File: config.mk
export PLATFORM = sky130hd
export DESIGN_NAME = capacitive_slider_position_top
export DESIGN_NICKNAME = d
export VERILOG_FILES = /design/src/sv/sld_pkg.sv /design/src/sv/sld_div.sv /design/src/sv/capacitive_slider_position_top.sv
export SDC_FILE = /design/constraint.sdc
export NUM_CORES = 1
export LEC_CHECK = 0
export ABC_AREA = 1
export BUFFER_PORTS_ARGS = -buffer_cell sky130_fd_sc_hd__buf_2
export CELL_PAD_IN_SITES_DETAIL_PLACEMENT = 1
export CELL_PAD_IN_SITES_GLOBAL_PLACEMENT = 1
export CORE_AREA = 10 10 254 256
export CTS_CLUSTER_SIZE = 12
export DETAILED_ROUTE_END_ITERATION = 8
export DIE_AREA = 0 0 264 266
export PLACE_DENSITY = 0.92
export SLEW_MARGIN = 0
export SYNTH_ARGS = -nofsm -noshare
export SYNTH_HDL_FRONTEND = slang
export SYNTH_HIERARCHICAL = 1
export SYNTH_SLANG_ARGS = --single-unit
File: constraint.sdc
create_clock -name i_clk -period 17 [get_ports i_clk]
set_input_delay 0 -clock i_clk [delete_from_list [all_inputs] [get_ports i_clk]]
set_output_delay 0 -clock i_clk [all_outputs]
set_load 0.02 [all_outputs]
File: src/sv/sld_pkg.sv
// package for the capacitive slider position block
// holds the sequencer state type, register indexes and fixed field widths
// no dependencies
`default_nettype none
package sld_pkg;

    localparam int VAL_W  = 16;
    localparam int PROD_W = 32;
    localparam int MASK_W = 12;
    localparam int CFG_INDEX_W = 8;

    localparam int FULL_RANGE = 65536;
    localparam logic [VAL_W-1:0] RANGE_EXT_RESET = 16'h0BD0 * 16'd2;
    localparam logic [MASK_W-1:0] MASK_RESET = 12'hFFF;

    localparam logic [CFG_INDEX_W-1:0] REG_LINEAR_MODE = 8'd0;
    localparam logic [CFG_INDEX_W-1:0] REG_RANGE_EXT   = 8'd1;
    localparam logic [CFG_INDEX_W-1:0] REG_PAD_MASK    = 8'd2;

    typedef enum logic [2:0] {
        ST_IDLE,
        ST_SCAN,
        ST_NBR_B,
        ST_NBR_A,
        ST_MUL,
        ST_DIV,
        ST_FIN
    } t_state;

endpackage
`default_nettype wire

File: src/sv/sld_div.sv
// sequential restoring divider, one quotient bit per cycle
// depends on sld_pkg for the operand widths
`default_nettype none
module sld_div (
    input  wire logic                        i_clk,
    input  wire logic                        i_rst_n,
    input  wire logic                        i_start,
    input  wire logic [sld_pkg::PROD_W-1:0]  i_dividend,
    input  wire logic [sld_pkg::VAL_W-1:0]   i_divisor,
    output logic                             o_done,
    output logic [sld_pkg::PROD_W-1:0]       o_quotient
);

    localparam int CntW = $clog2(sld_pkg::PROD_W);

    logic [sld_pkg::VAL_W-1:0]  r_rem, n_rem;
    logic [sld_pkg::PROD_W-1:0] r_quo, n_quo;
    logic [sld_pkg::VAL_W-1:0]  r_dvs;
    logic [CntW-1:0]            r_cnt;
    logic                       r_run;
    logic                       r_done;
    logic [sld_pkg::VAL_W:0]    trial;
    logic                       fits;

    always_comb begin
        trial = {r_rem, r_quo[sld_pkg::PROD_W-1]};
        fits  = trial >= {1'b0, r_dvs};
        if (fits) begin
            n_rem = sld_pkg::VAL_W'(trial - {1'b0, r_dvs});
        end else begin
            n_rem = trial[sld_pkg::VAL_W-1:0];
        end
        n_quo = {r_quo[sld_pkg::PROD_W-2:0], fits};
    end

    always_ff @(posedge i_clk) begin
        if (!i_rst_n) begin
            r_run  <= 1'b0;
            r_done <= 1'b0;
            r_cnt  <= '0;
        end else begin
            r_done <= 1'b0;
            if (i_start) begin
                r_run <= 1'b1;
                r_cnt <= '0;
            end else if (r_run) begin
                r_cnt <= r_cnt + 1'b1;
                if (r_cnt == CntW'(sld_pkg::PROD_W - 1)) begin
                    r_run  <= 1'b0;
                    r_done <= 1'b1;
                end
            end
        end
    end

    always_ff @(posedge i_clk) begin
        if (i_start) begin
            r_rem <= '0;
            r_quo <= i_dividend;
            r_dvs <= i_divisor;
        end else if (r_run) begin
            r_rem <= n_rem;
            r_quo <= n_quo;
        end
    end

    assign o_done     = r_done;
    assign o_quotient = r_quo;

endmodule
`default_nettype wire

File: src/sv/capacitive_slider_position_top.sv
// top level of the capacitive slider position block
// pad store, sequencer and position datapath; uses sld_pkg and sld_div
//
// Items that are not the last pad of a frame are taken into the pad store and
// leave busy low. A last-pad item with no masked touch gives its result on
// o_done in the next cycle. A touched frame keeps busy high through a
// one-port scan of the pad store for the strongest pad, two neighbor reads,
// one multiply, the serial divider and a final step. When linear mode pins
// the position or both neighbors are empty the divider is skipped. Each
// result is shown for a single cycle on o_done and must be taken then;
// configuration is accepted only while the block is idle.
`default_nettype none
module capacitive_slider_position_top #(
    parameter int PAD_COUNT = 12
) (
    input  wire logic                             i_clk,
    input  wire logic                             i_rst_n,
    input  wire logic                             i_start,
    output logic                                  o_busy,
    input  wire logic [15:0]                      i_conv_value,
    input  wire logic [15:0]                      i_ambient_value,
    input  wire logic [11:0]                      i_touch_status,
    input  wire logic                             i_last_pad,
    output logic                                  o_done,
    output logic                                  o_touched,
    output logic [15:0]                           o_position,
    input  wire logic                             i_cfg_valid,
    output logic                                  o_cfg_ready,
    input  wire logic [sld_pkg::CFG_INDEX_W-1:0]  i_cfg_index,
    input  wire logic [15:0]                      i_cfg_data
);

    localparam int AW = $clog2(PAD_COUNT);
    localparam int IW = $clog2(PAD_COUNT + 1);
    localparam logic [16:0] PadRange = 17'(sld_pkg::FULL_RANGE / PAD_COUNT + 1);
    localparam logic [15:0] HalfRange = 16'(PadRange / 2);

    sld_pkg::t_state r_state, n_state;

    logic        r_linear;
    logic [15:0] r_rext;
    logic [11:0] r_mask;

    logic [15:0] mem [PAD_COUNT];
    logic [15:0] r_rdata;
    logic [AW-1:0] rd_addr;

    logic [IW-1:0] r_pidx;
    logic [IW-1:0] r_cnt;
    logic          r_rv;
    logic [AW-1:0] r_ridx;
    logic [15:0]   r_max;
    logic [AW-1:0] r_h;
    logic [15:0]   r_vb;
    logic          r_up;
    logic [31:0]   r_prod;
    logic [15:0]   r_big;
    logic [15:0]   r_base;
    logic [15:0]   r_off;
    logic          r_div_go;

    logic          r_done;
    logic          r_touched;
    logic [15:0]   r_pos;

    logic          accept;
    logic          touch_hit;
    logic [15:0]   pad_val;
    logic [AW-1:0] idx_b, idx_a;
    logic          issue;
    logic          take;
    logic          va_gt;
    logic [15:0]   big, diff;
    logic          skip_div;
    logic          div_done;
    logic [31:0]   quo;

    assign accept    = i_start && !o_busy;
    assign touch_hit = (i_touch_status & r_mask) != '0;
    assign pad_val   = (i_conv_value > i_ambient_value) ? i_conv_value - i_ambient_value : '0;
    assign idx_b = (r_h == '0) ? AW'(PAD_COUNT - 1) : r_h - 1'b1;
    assign idx_a = (r_h == AW'(PAD_COUNT - 1)) ? '0 : r_h + 1'b1;
    assign issue = (r_state == sld_pkg::ST_SCAN) && (r_cnt < IW'(PAD_COUNT));
    assign take  = r_rv && ((r_ridx == '0) || (r_rdata > r_max));
    assign va_gt = r_rdata > r_vb;
    assign big   = va_gt ? r_rdata : r_vb;
    assign diff  = va_gt ? r_rdata - r_vb : r_vb - r_rdata;
    assign skip_div = (r_linear && r_h == '0) || (big == '0);

    always_comb begin
        unique case (r_state)
            sld_pkg::ST_NBR_B: rd_addr = idx_b;
            sld_pkg::ST_NBR_A: rd_addr = idx_a;
            default:           rd_addr = r_cnt[AW-1:0];
        endcase
    end

    // config registers
    assign o_cfg_ready = !o_busy;
    always_ff @(posedge i_clk) begin
        if (!i_rst_n) begin
            r_linear <= 1'b0;
            r_rext   <= sld_pkg::RANGE_EXT_RESET;
            r_mask   <= sld_pkg::MASK_RESET;
        end else if (i_cfg_valid && o_cfg_ready) begin
            unique case (i_cfg_index)
                sld_pkg::REG_LINEAR_MODE: r_linear <= i_cfg_data[0];
                sld_pkg::REG_RANGE_EXT:   r_rext   <= i_cfg_data;
                sld_pkg::REG_PAD_MASK:    r_mask   <= i_cfg_data[11:0];
                default: ;
            endcase
        end
    end

    // pad store
    always_ff @(posedge i_clk) begin
        if (accept && r_pidx < IW'(PAD_COUNT)) begin
            mem[r_pidx[AW-1:0]] <= pad_val;
        end
        r_rdata <= mem[rd_addr];
    end

    sld_div u_div (
        .i_clk      (i_clk),
        .i_rst_n    (i_rst_n),
        .i_start    (r_div_go),
        .i_dividend (r_prod),
        .i_divisor  (r_big),
        .o_done     (div_done),
        .o_quotient (quo)
    );

    always_comb begin
        n_state = r_state;
        unique case (r_state)
            sld_pkg::ST_IDLE: begin
                if (accept && i_last_pad && touch_hit) begin
                    n_state = sld_pkg::ST_SCAN;
                end
            end
            sld_pkg::ST_SCAN: begin
                if (r_rv && r_ridx == AW'(PAD_COUNT - 1)) begin
                    n_state = sld_pkg::ST_NBR_B;
                end
            end
            sld_pkg::ST_NBR_B: n_state = sld_pkg::ST_NBR_A;
            sld_pkg::ST_NBR_A: n_state = sld_pkg::ST_MUL;
            sld_pkg::ST_MUL: begin
                n_state = skip_div ? sld_pkg::ST_FIN : sld_pkg::ST_DIV;
            end
            sld_pkg::ST_DIV: begin
                if (div_done) begin
                    n_state = sld_pkg::ST_FIN;
                end
            end
            sld_pkg::ST_FIN: n_state = sld_pkg::ST_IDLE;
            default:         n_state = sld_pkg::ST_IDLE;
        endcase
    end

    always_ff @(posedge i_clk) begin
        if (!i_rst_n) begin
            r_state  <= sld_pkg::ST_IDLE;
            r_pidx   <= '0;
            r_done   <= 1'b0;
            r_rv     <= 1'b0;
            r_div_go <= 1'b0;
        end else begin
            r_state  <= n_state;
            r_done   <= 1'b0;
            r_div_go <= 1'b0;
            r_rv     <= issue;
            if (accept) begin
                if (i_last_pad) begin
                    r_pidx <= '0;
                    if (!touch_hit) begin
                        r_done <= 1'b1;
                    end
                end else if (r_pidx < IW'(PAD_COUNT)) begin
                    r_pidx <= r_pidx + 1'b1;
                end
            end
            if (r_state == sld_pkg::ST_MUL && !skip_div) begin
                r_div_go <= 1'b1;
            end
            if (r_state == sld_pkg::ST_FIN) begin
                r_done <= 1'b1;
            end
        end
    end

    // datapath registers
    always_ff @(posedge i_clk) begin
        unique case (r_state)
            sld_pkg::ST_IDLE: begin
                r_cnt <= '0;
                if (accept && i_last_pad) begin
                    r_touched <= touch_hit;
                    r_pos     <= '0;
                end
            end
            sld_pkg::ST_SCAN: begin
                if (issue) begin
                    r_cnt <= r_cnt + 1'b1;
                end
                r_ridx <= r_cnt[AW-1:0];
                if (take) begin
                    r_max <= r_rdata;
                    r_h   <= r_ridx;
                end
            end
            sld_pkg::ST_NBR_B: ;
            sld_pkg::ST_NBR_A: r_vb <= r_rdata;
            sld_pkg::ST_MUL: begin
                r_up   <= va_gt;
                r_prod <= 32'(diff) * 32'(r_rext);
                r_big  <= big;
                r_base <= 16'(21'(r_h) * 21'(PadRange));
                r_off  <= '0;
            end
            sld_pkg::ST_DIV: begin
                if (div_done) begin
                    r_off <= (quo > 32'(HalfRange)) ? HalfRange : quo[15:0];
                end
            end
            sld_pkg::ST_FIN: begin
                if (r_linear && r_h == '0) begin
                    r_pos <= '0;
                end else begin
                    r_pos <= r_up ? r_base + r_off : r_base - r_off;
                end
            end
            default: ;
        endcase
    end

    assign o_busy     = r_state != sld_pkg::ST_IDLE;
    assign o_done     = r_done;
    assign o_touched  = r_touched;
    assign o_position = r_pos;

endmodule
`default_nettype wire
After elaboration in Yosys (flattened, before gate mapping)
Memories as Yosys holds them, arrays and structs flattened. A register that Yosys moved wholly into a read port is not among the register bits.
Index checks and enable logic that the tools add are counted.
{"block": "classes", "muxes": 36, "n_bitwise": 3, "n_reduce_logical": 38, "n_eq_ne": 16, "add_sub_neg": 11, "magnitude_cmp": 7, "multipliers": 2}
{"op": "16-bit two-way mux", "n": 9}
{"op": "16-bit subtractor", "n": 5}
{"op": "32-bit two-way mux", "n": 2}
{"op": "16-bit case mux with 2 select lines", "n": 2}
{"op": "16-bit greater-than comparator", "n": 3}
{"op": "32-bit by 12-bit greater-than comparator with 1-bit output (second input constant)", "n": 1}
{"op": "16-bit by 16-bit multiplier with 32-bit output", "n": 1}
{"op": "4-bit two-way mux", "n": 5}
{"op": "3-bit case mux with 6 select lines", "n": 1}
{"op": "2-bit AND reduction", "n": 9}
{"op": "17-bit by 16-bit greater-or-equal comparator with 1-bit output", "n": 1}
{"op": "16-bit adder", "n": 1}
{"op": "16-bit zero test", "n": 1}
{"op": "4-bit case mux with 2 select lines", "n": 2}
{"op": "4-bit by 12-bit multiplier with 15-bit output (second input constant)", "n": 1}
{"op": "4-bit by 1-bit adder with 4-bit output (second input constant)", "n": 3}
{"op": "12-bit bitwise AND", "n": 1}
{"op": "12-bit nonzero test", "n": 1}
{"op": "1-bit two-way mux", "n": 11}
{"op": "1-bit logical AND", "n": 10}
{"op": "2-bit nonzero test", "n": 5}
{"op": "3-bit == test (second input constant)", "n": 3}
{"op": "3-bit two-way mux", "n": 3}
{"op": "4-bit == test (second input constant)", "n": 2}
{"op": "other kinds (21)", "n": 30}
{"block": "totals", "wordCells": 140, "mem_bits_rw": 192, "n_memories": 1, "out_inout_bits": 20, "reg_bits": 251, "input_bits": 73}
{"name": "mem", "depth": 12, "width": 16, "rd": 1, "rd_clocked_by_memory_dff": 1, "wr": 1, "line_no": "capacitive_slider_position_top.sv:44", "source": "logic [15:0] mem [PAD_COUNT];"}

Depth between registers and ports, before layout
{"block": "logic_depth", "depth_word": 7, "ltp_mapped": 40, "depth_no_buf": 40}

By module
Netlist, hierarchy kept.
{"mod": "capacitive_slider_position_top", "instances": 1, "area_per_inst_um2": 27557.7, "cells_per_inst": 2923, "seq_area_each_um2": 11100.6}
{"mod": "sld_div", "instances": 1, "area_per_inst_um2": 4073.9, "cells_per_inst": 512, "seq_area_each_um2": 1901.8}

Least setup slack after synthesis
No wires, ideal clock.
{"block": "synth_path", "kind": "flip-flop to flip-flop", "startpoint": "reg r_rdata[0] (read register of mem)", "endpoint": "reg r_prod[27], data pin", "setup_time_ps": 262, "period_less_slack_ps": 7353, "path_stages_with_launch": 37, "required_ps": 16738, "n_path_buf": 3, "arrival_ps": 7091, "setup_slack_ps": 9647, "cell_sequence": "dfxtp_1 > inv_1 > ha_1 > inv_1 > fa_1 > nand3_1 > nand3_1 > nand2_2 > nand2_2 > nand2_2 > nand2_4 > nand2_4 > buf_6 > buf_2 > nand2_1 > nand2_1 > inv_1 > buf_2 > nand2_1 > fa_1 > fa_1 > fa_1 > inv_1 > fa_1 > fa_1 > inv_1 > fa_1 > inv_1 > ha_1 > a21oi_1 > inv_1 > a31oi_1 > a21boi_0 > o21ai_1 > a21boi_0 > o21ai_1 > xor2_1"}
{"block": "synth_between", "elab_chain_cells": 3, "elab_cells_between_ends": 5, "classes_between": "add/sub: 2; mul: 1; order compare: 1; mux: 1"}
{"item": "start, declared", "line_no": "capacitive_slider_position_top.sv:45", "source": "logic [15:0] r_rdata;"}
{"item": "16-bit subtractor or 16-bit greater-than comparator (tied branches)", "line_no": "capacitive_slider_position_top.sv:87, capacitive_slider_position_top.sv:85"}
{"item": "16-bit two-way mux *", "line_no": "capacitive_slider_position_top.sv:87", "source": "assign diff = va_gt ? r_rdata - r_vb : r_vb - r_rdata;"}
{"item": "16-bit by 16-bit multiplier with 32-bit output *", "line_no": "capacitive_slider_position_top.sv:216", "source": "r_prod <= 32'(diff) * 32'(r_rext);"}
{"item": "end signal, assigned", "line_no": "capacitive_slider_position_top.sv:216"}
{"item": "end, declared", "line_no": "capacitive_slider_position_top.sv:56", "source": "logic [31:0] r_prod;"}
Mark *: on every way between the ends. The rest lies on a longest branch, timed or not.
A chain may end at the register's enable or synchronous reset.

Worst setup path after layout
{"block": "layout_path", "startpoint": "reg r_rdata[0] (read register of mem)", "endpoint": "reg r_prod[30], data pin"}
Same word-level chain as after synthesis.

==> results.yml <==
place:
  gp_congestion: 0.995
  place_inst: 4240
  io_buffers: 92
  place_hpwl_um: 74300
  dp_slack_ps: 7880
route:
  drt_iter0_drc: 2340
  final_antenna_net_count: 0
  vias: 26100
  drt-pass1-iter-count: 5
  finalWirelength_um: 107000
  drc_errors: 0
  wl_per_cell_um: 24.5
  viasPerCell: 5.97
logic_synthesis:
  yosys_warnings: 6
  synth_seq_cells: 459
  synth_ff_type: "edfxtp_1"
  async_flop_share_pct: 0
  synthCells: 3435
  avgSynthCellArea_um2: 9.21
  yosysSeqAreaShare_pct: 41.1
  yosysUniqueCellTypes: 62
  synth_edf_count: 381
  netlist_area_um2: 31600
critical_path:
  path_class: "reg -> reg"
  path_max_fanout: 33
  cp.arrival_ps: 9960
  reg2reg_to: "r_prod[30]"
  critPathLaunchType: "register"
  reg2reg_depth: 29
  slowest_stage: "ha_1"
  max_stage_delay_ps: 610
  endpoint_kind: "register"
  cp.required_ps: 17390
  critPathMostFrequentCell: "inv_1"
  reg2reg_setup_slack_ps: 7430
  endpoint: "r_prod[30]"
  r2r-start: "r_rdata[0]"
  startpoint: "r_rdata[0]"
clock_tree:
  clock-root-buffer: "clkbuf_16"
  cts_buffer_depth: 3
  cts-buffers-inserted: 50
  ctsResizeCount: 0
  post_cts_buffers: 0
  clk_pin_slew_worst_paths_ps: 70
  insertion_delay_ps: 650
  cts_tree: "yes"
  cts_sinks: 459
  htree_levels: 2
floorplan:
  initial_core_util_pct: 53.0
  ios: 93
  die_y_um: 266
  core_area_um2: 59700
  row_count: 90
  die_x_um: 264
  design.die.area_um2: 70200
timing:
  fin_crit_sh_pct: 56.3
  fin_crit_ps: 9570
  finalHoldViolations: 0
  fmax_mhz: 104
  finalMaxSlewViolations: 0
  timing.final.ws_setup_ps: 7430
  relSlewSlack_pct: 8.64
  setup_viol: 0
  grt_setup_unrepaired: "false"
  worst_pin_slew_ps: 1370
  setup_tns_ps: 0
  finClkSkew_ps: 56.9
cells_and_area:
  fill_cells: 6760
  utilization_pct: 58.4
  syn_to_final_growth_pct: 10.1
  layout-drive-gt1-share_pct: 7.59
  final_common_cell: "nand2_1"
  layout_common_cells: "nand2_1 (667), inv_1 (564), edfxtp_1 (381)"
  instances_no_fill: 4366
  multiInputGateArea_um2: 16000
  regArea_um2: 13000
  fin_nets: 4051
grt:
  grt_pass1_vias: 28900
  grt_pass1_wl_um: 166000
  antenna_found_initial: 2
  grt.overflow.total: 0
  grt_max_degree: 81
  grt_util_all_layers_pct: 30.0
run:
  maxCapViolations: 0
hold_path:
  worst_hold_path_type: "in -> reg"
status:
  status: "finished, final reports clean"
sequential cells by signal, summed over array words and instances, names as in the netlist, 3 cells and up:
signal and flops:
r_rdata 16, r_off 16, u_div/o_quotient 32, r_max 16, u_div/r_rem 16, r_big 16
u_div/r_cnt 5, r_rext 16, r_pidx 4, mem 192, r_h 4, o_position 16
r_base 15, r_mask 12, r_vb 16, r_state 3, r_ridx 4, u_div/r_dvs 16
r_prod 32, r_cnt 4
stage by stage:
step	hold WS (ps)	cell area (um2)
after global routing	69.0	34800
final	55.7	34800
after floorplan	113	31600
after detailed placement	231	32900
after CTS	39.8	34800
after global placement	228	32900
worst min path at each step:
stage / from / endpoint / slack (ps) / cells after the start
3_5_place_dp: i_cfg_data[5] / r_mask[5] / 230 / 3
4_1_cts: i_ambient_value[0] / mem[6][0] / 40 / 3
5_1_grt: i_ambient_value[0] / mem[6][0] / 70 / 3
2_1_floorplan: i_cfg_data[10] / r_mask[10] / 110 / 2
3_3_place_gp: i_cfg_data[9] / r_mask[9] / 230 / 3
6_report: i_ambient_value[0] / mem[6][0] / 60 / 3
worst max-delay path, delay by kind of cell, from the launching register on:
kind                       cells  cell delay, ps
AOI/OAI and AO/OA              5            1250
xor gates and xnor gates       1             150
adders and majority gates      8            4180
buffers and inverters          8            1400
DFF                            1             430
and+or+nand+nor                7            1860
logic make-up (layout without fill, tap and decap cells):
logic type / after synthesis / count (layout) / share of synthesized area [%]
and+or+nand+nor: 1270 / 1270 / 16.8
buffers and inverters: 684 / 829 / 8.47
other: 1 / 5 / 0.0119
AOI/OAI and AO/OA: 482 / 482 / 8.61
muxes: 17 / 17 / 0.538
adders and majority gates: 436 / 436 / 22.0
DFF: 459 / 459 / 41.1
xor gates and xnor gates: 86 / 86 / 2.46
synthesized netlist by cell type, types with 2 or more instances:
cell type | number | area share [%]
buf_6 | 5 | 0.18
nor2_2 | 4 | 0.079
nand4_1 | 16 | 0.32
edfxtp_1 | 381 | 36
o21ai_1 | 25 | 0.40
nand2_1 | 667 | 7.9
nor3b_1 | 3 | 0.071
nor4_1 | 11 | 0.22
nor3_1 | 25 | 0.40
nor2_1 | 365 | 4.3
clkbuf_1 | 60 | 0.71
o2111ai_1 | 6 | 0.17
inv_1 | 564 | 6.7
fa_1 | 202 | 13
clkinv_1 | 2 | 0.024
buf_2 | 27 | 0.43
inv_2 | 17 | 0.20
o21bai_1 | 7 | 0.17
nand2_2 | 28 | 0.55
a31oi_1 | 13 | 0.26
o21ai_0 | 181 | 2.9
and3_1 | 3 | 0.059
nand3_1 | 114 | 1.8
o211ai_1 | 43 | 1.0
o221ai_1 | 4 | 0.11
a21oi_1 | 165 | 2.6
mux2i_1 | 17 | 0.54
a221oi_1 | 5 | 0.14
xnor2_1 | 34 | 0.94
buf_4 | 6 | 0.14
nand3_2 | 4 | 0.13
xor2_1 | 50 | 1.4
dfxtp_1 | 78 | 4.9
nand2_4 | 4 | 0.14
nand3b_1 | 18 | 0.43
ha_1 | 234 | 9.3
a211oi_1 | 7 | 0.17
a21boi_0 | 8 | 0.19
a21o_1 | 5 | 0.12
o21a_1 | 5 | 0.12
layer usage:
| layer | track usage (%) | up-vias | share of wire (%) |
|---|---|---|---|
| met5 | 0 | - | 0.016 |
| met4 | 14.6 | 2 | 5.0 |
| met3 | 5.36 | 344 | 7.3 |
| met2 | 52.3 | 1246 | 50 |
| met1 | 35.3 | 13200 | 38 |
| li1 | - | 11300 | - |
cell type report:
type / instances / share of cell area [%]
flip-flops and latches: 459 / 37.3
inverters: 583 / 6.28
multi-input cells: 2295 / 46.0
clock inverters: 14 / 0.629
diodes: 1 / 0.00719
well taps: 782 / 2.81
repair buffers: 153 / 2.87
clock buffers: 79 / 4.03
what timing repair did:
action                     CTS  global route
hold buffers                32             0
setup endpoints to repair    0             0
hold endpoints to repair    37             0
Power is not shown: default switching activity piles up to over one toggle a cycle in this logic, so the estimate is an artifact.
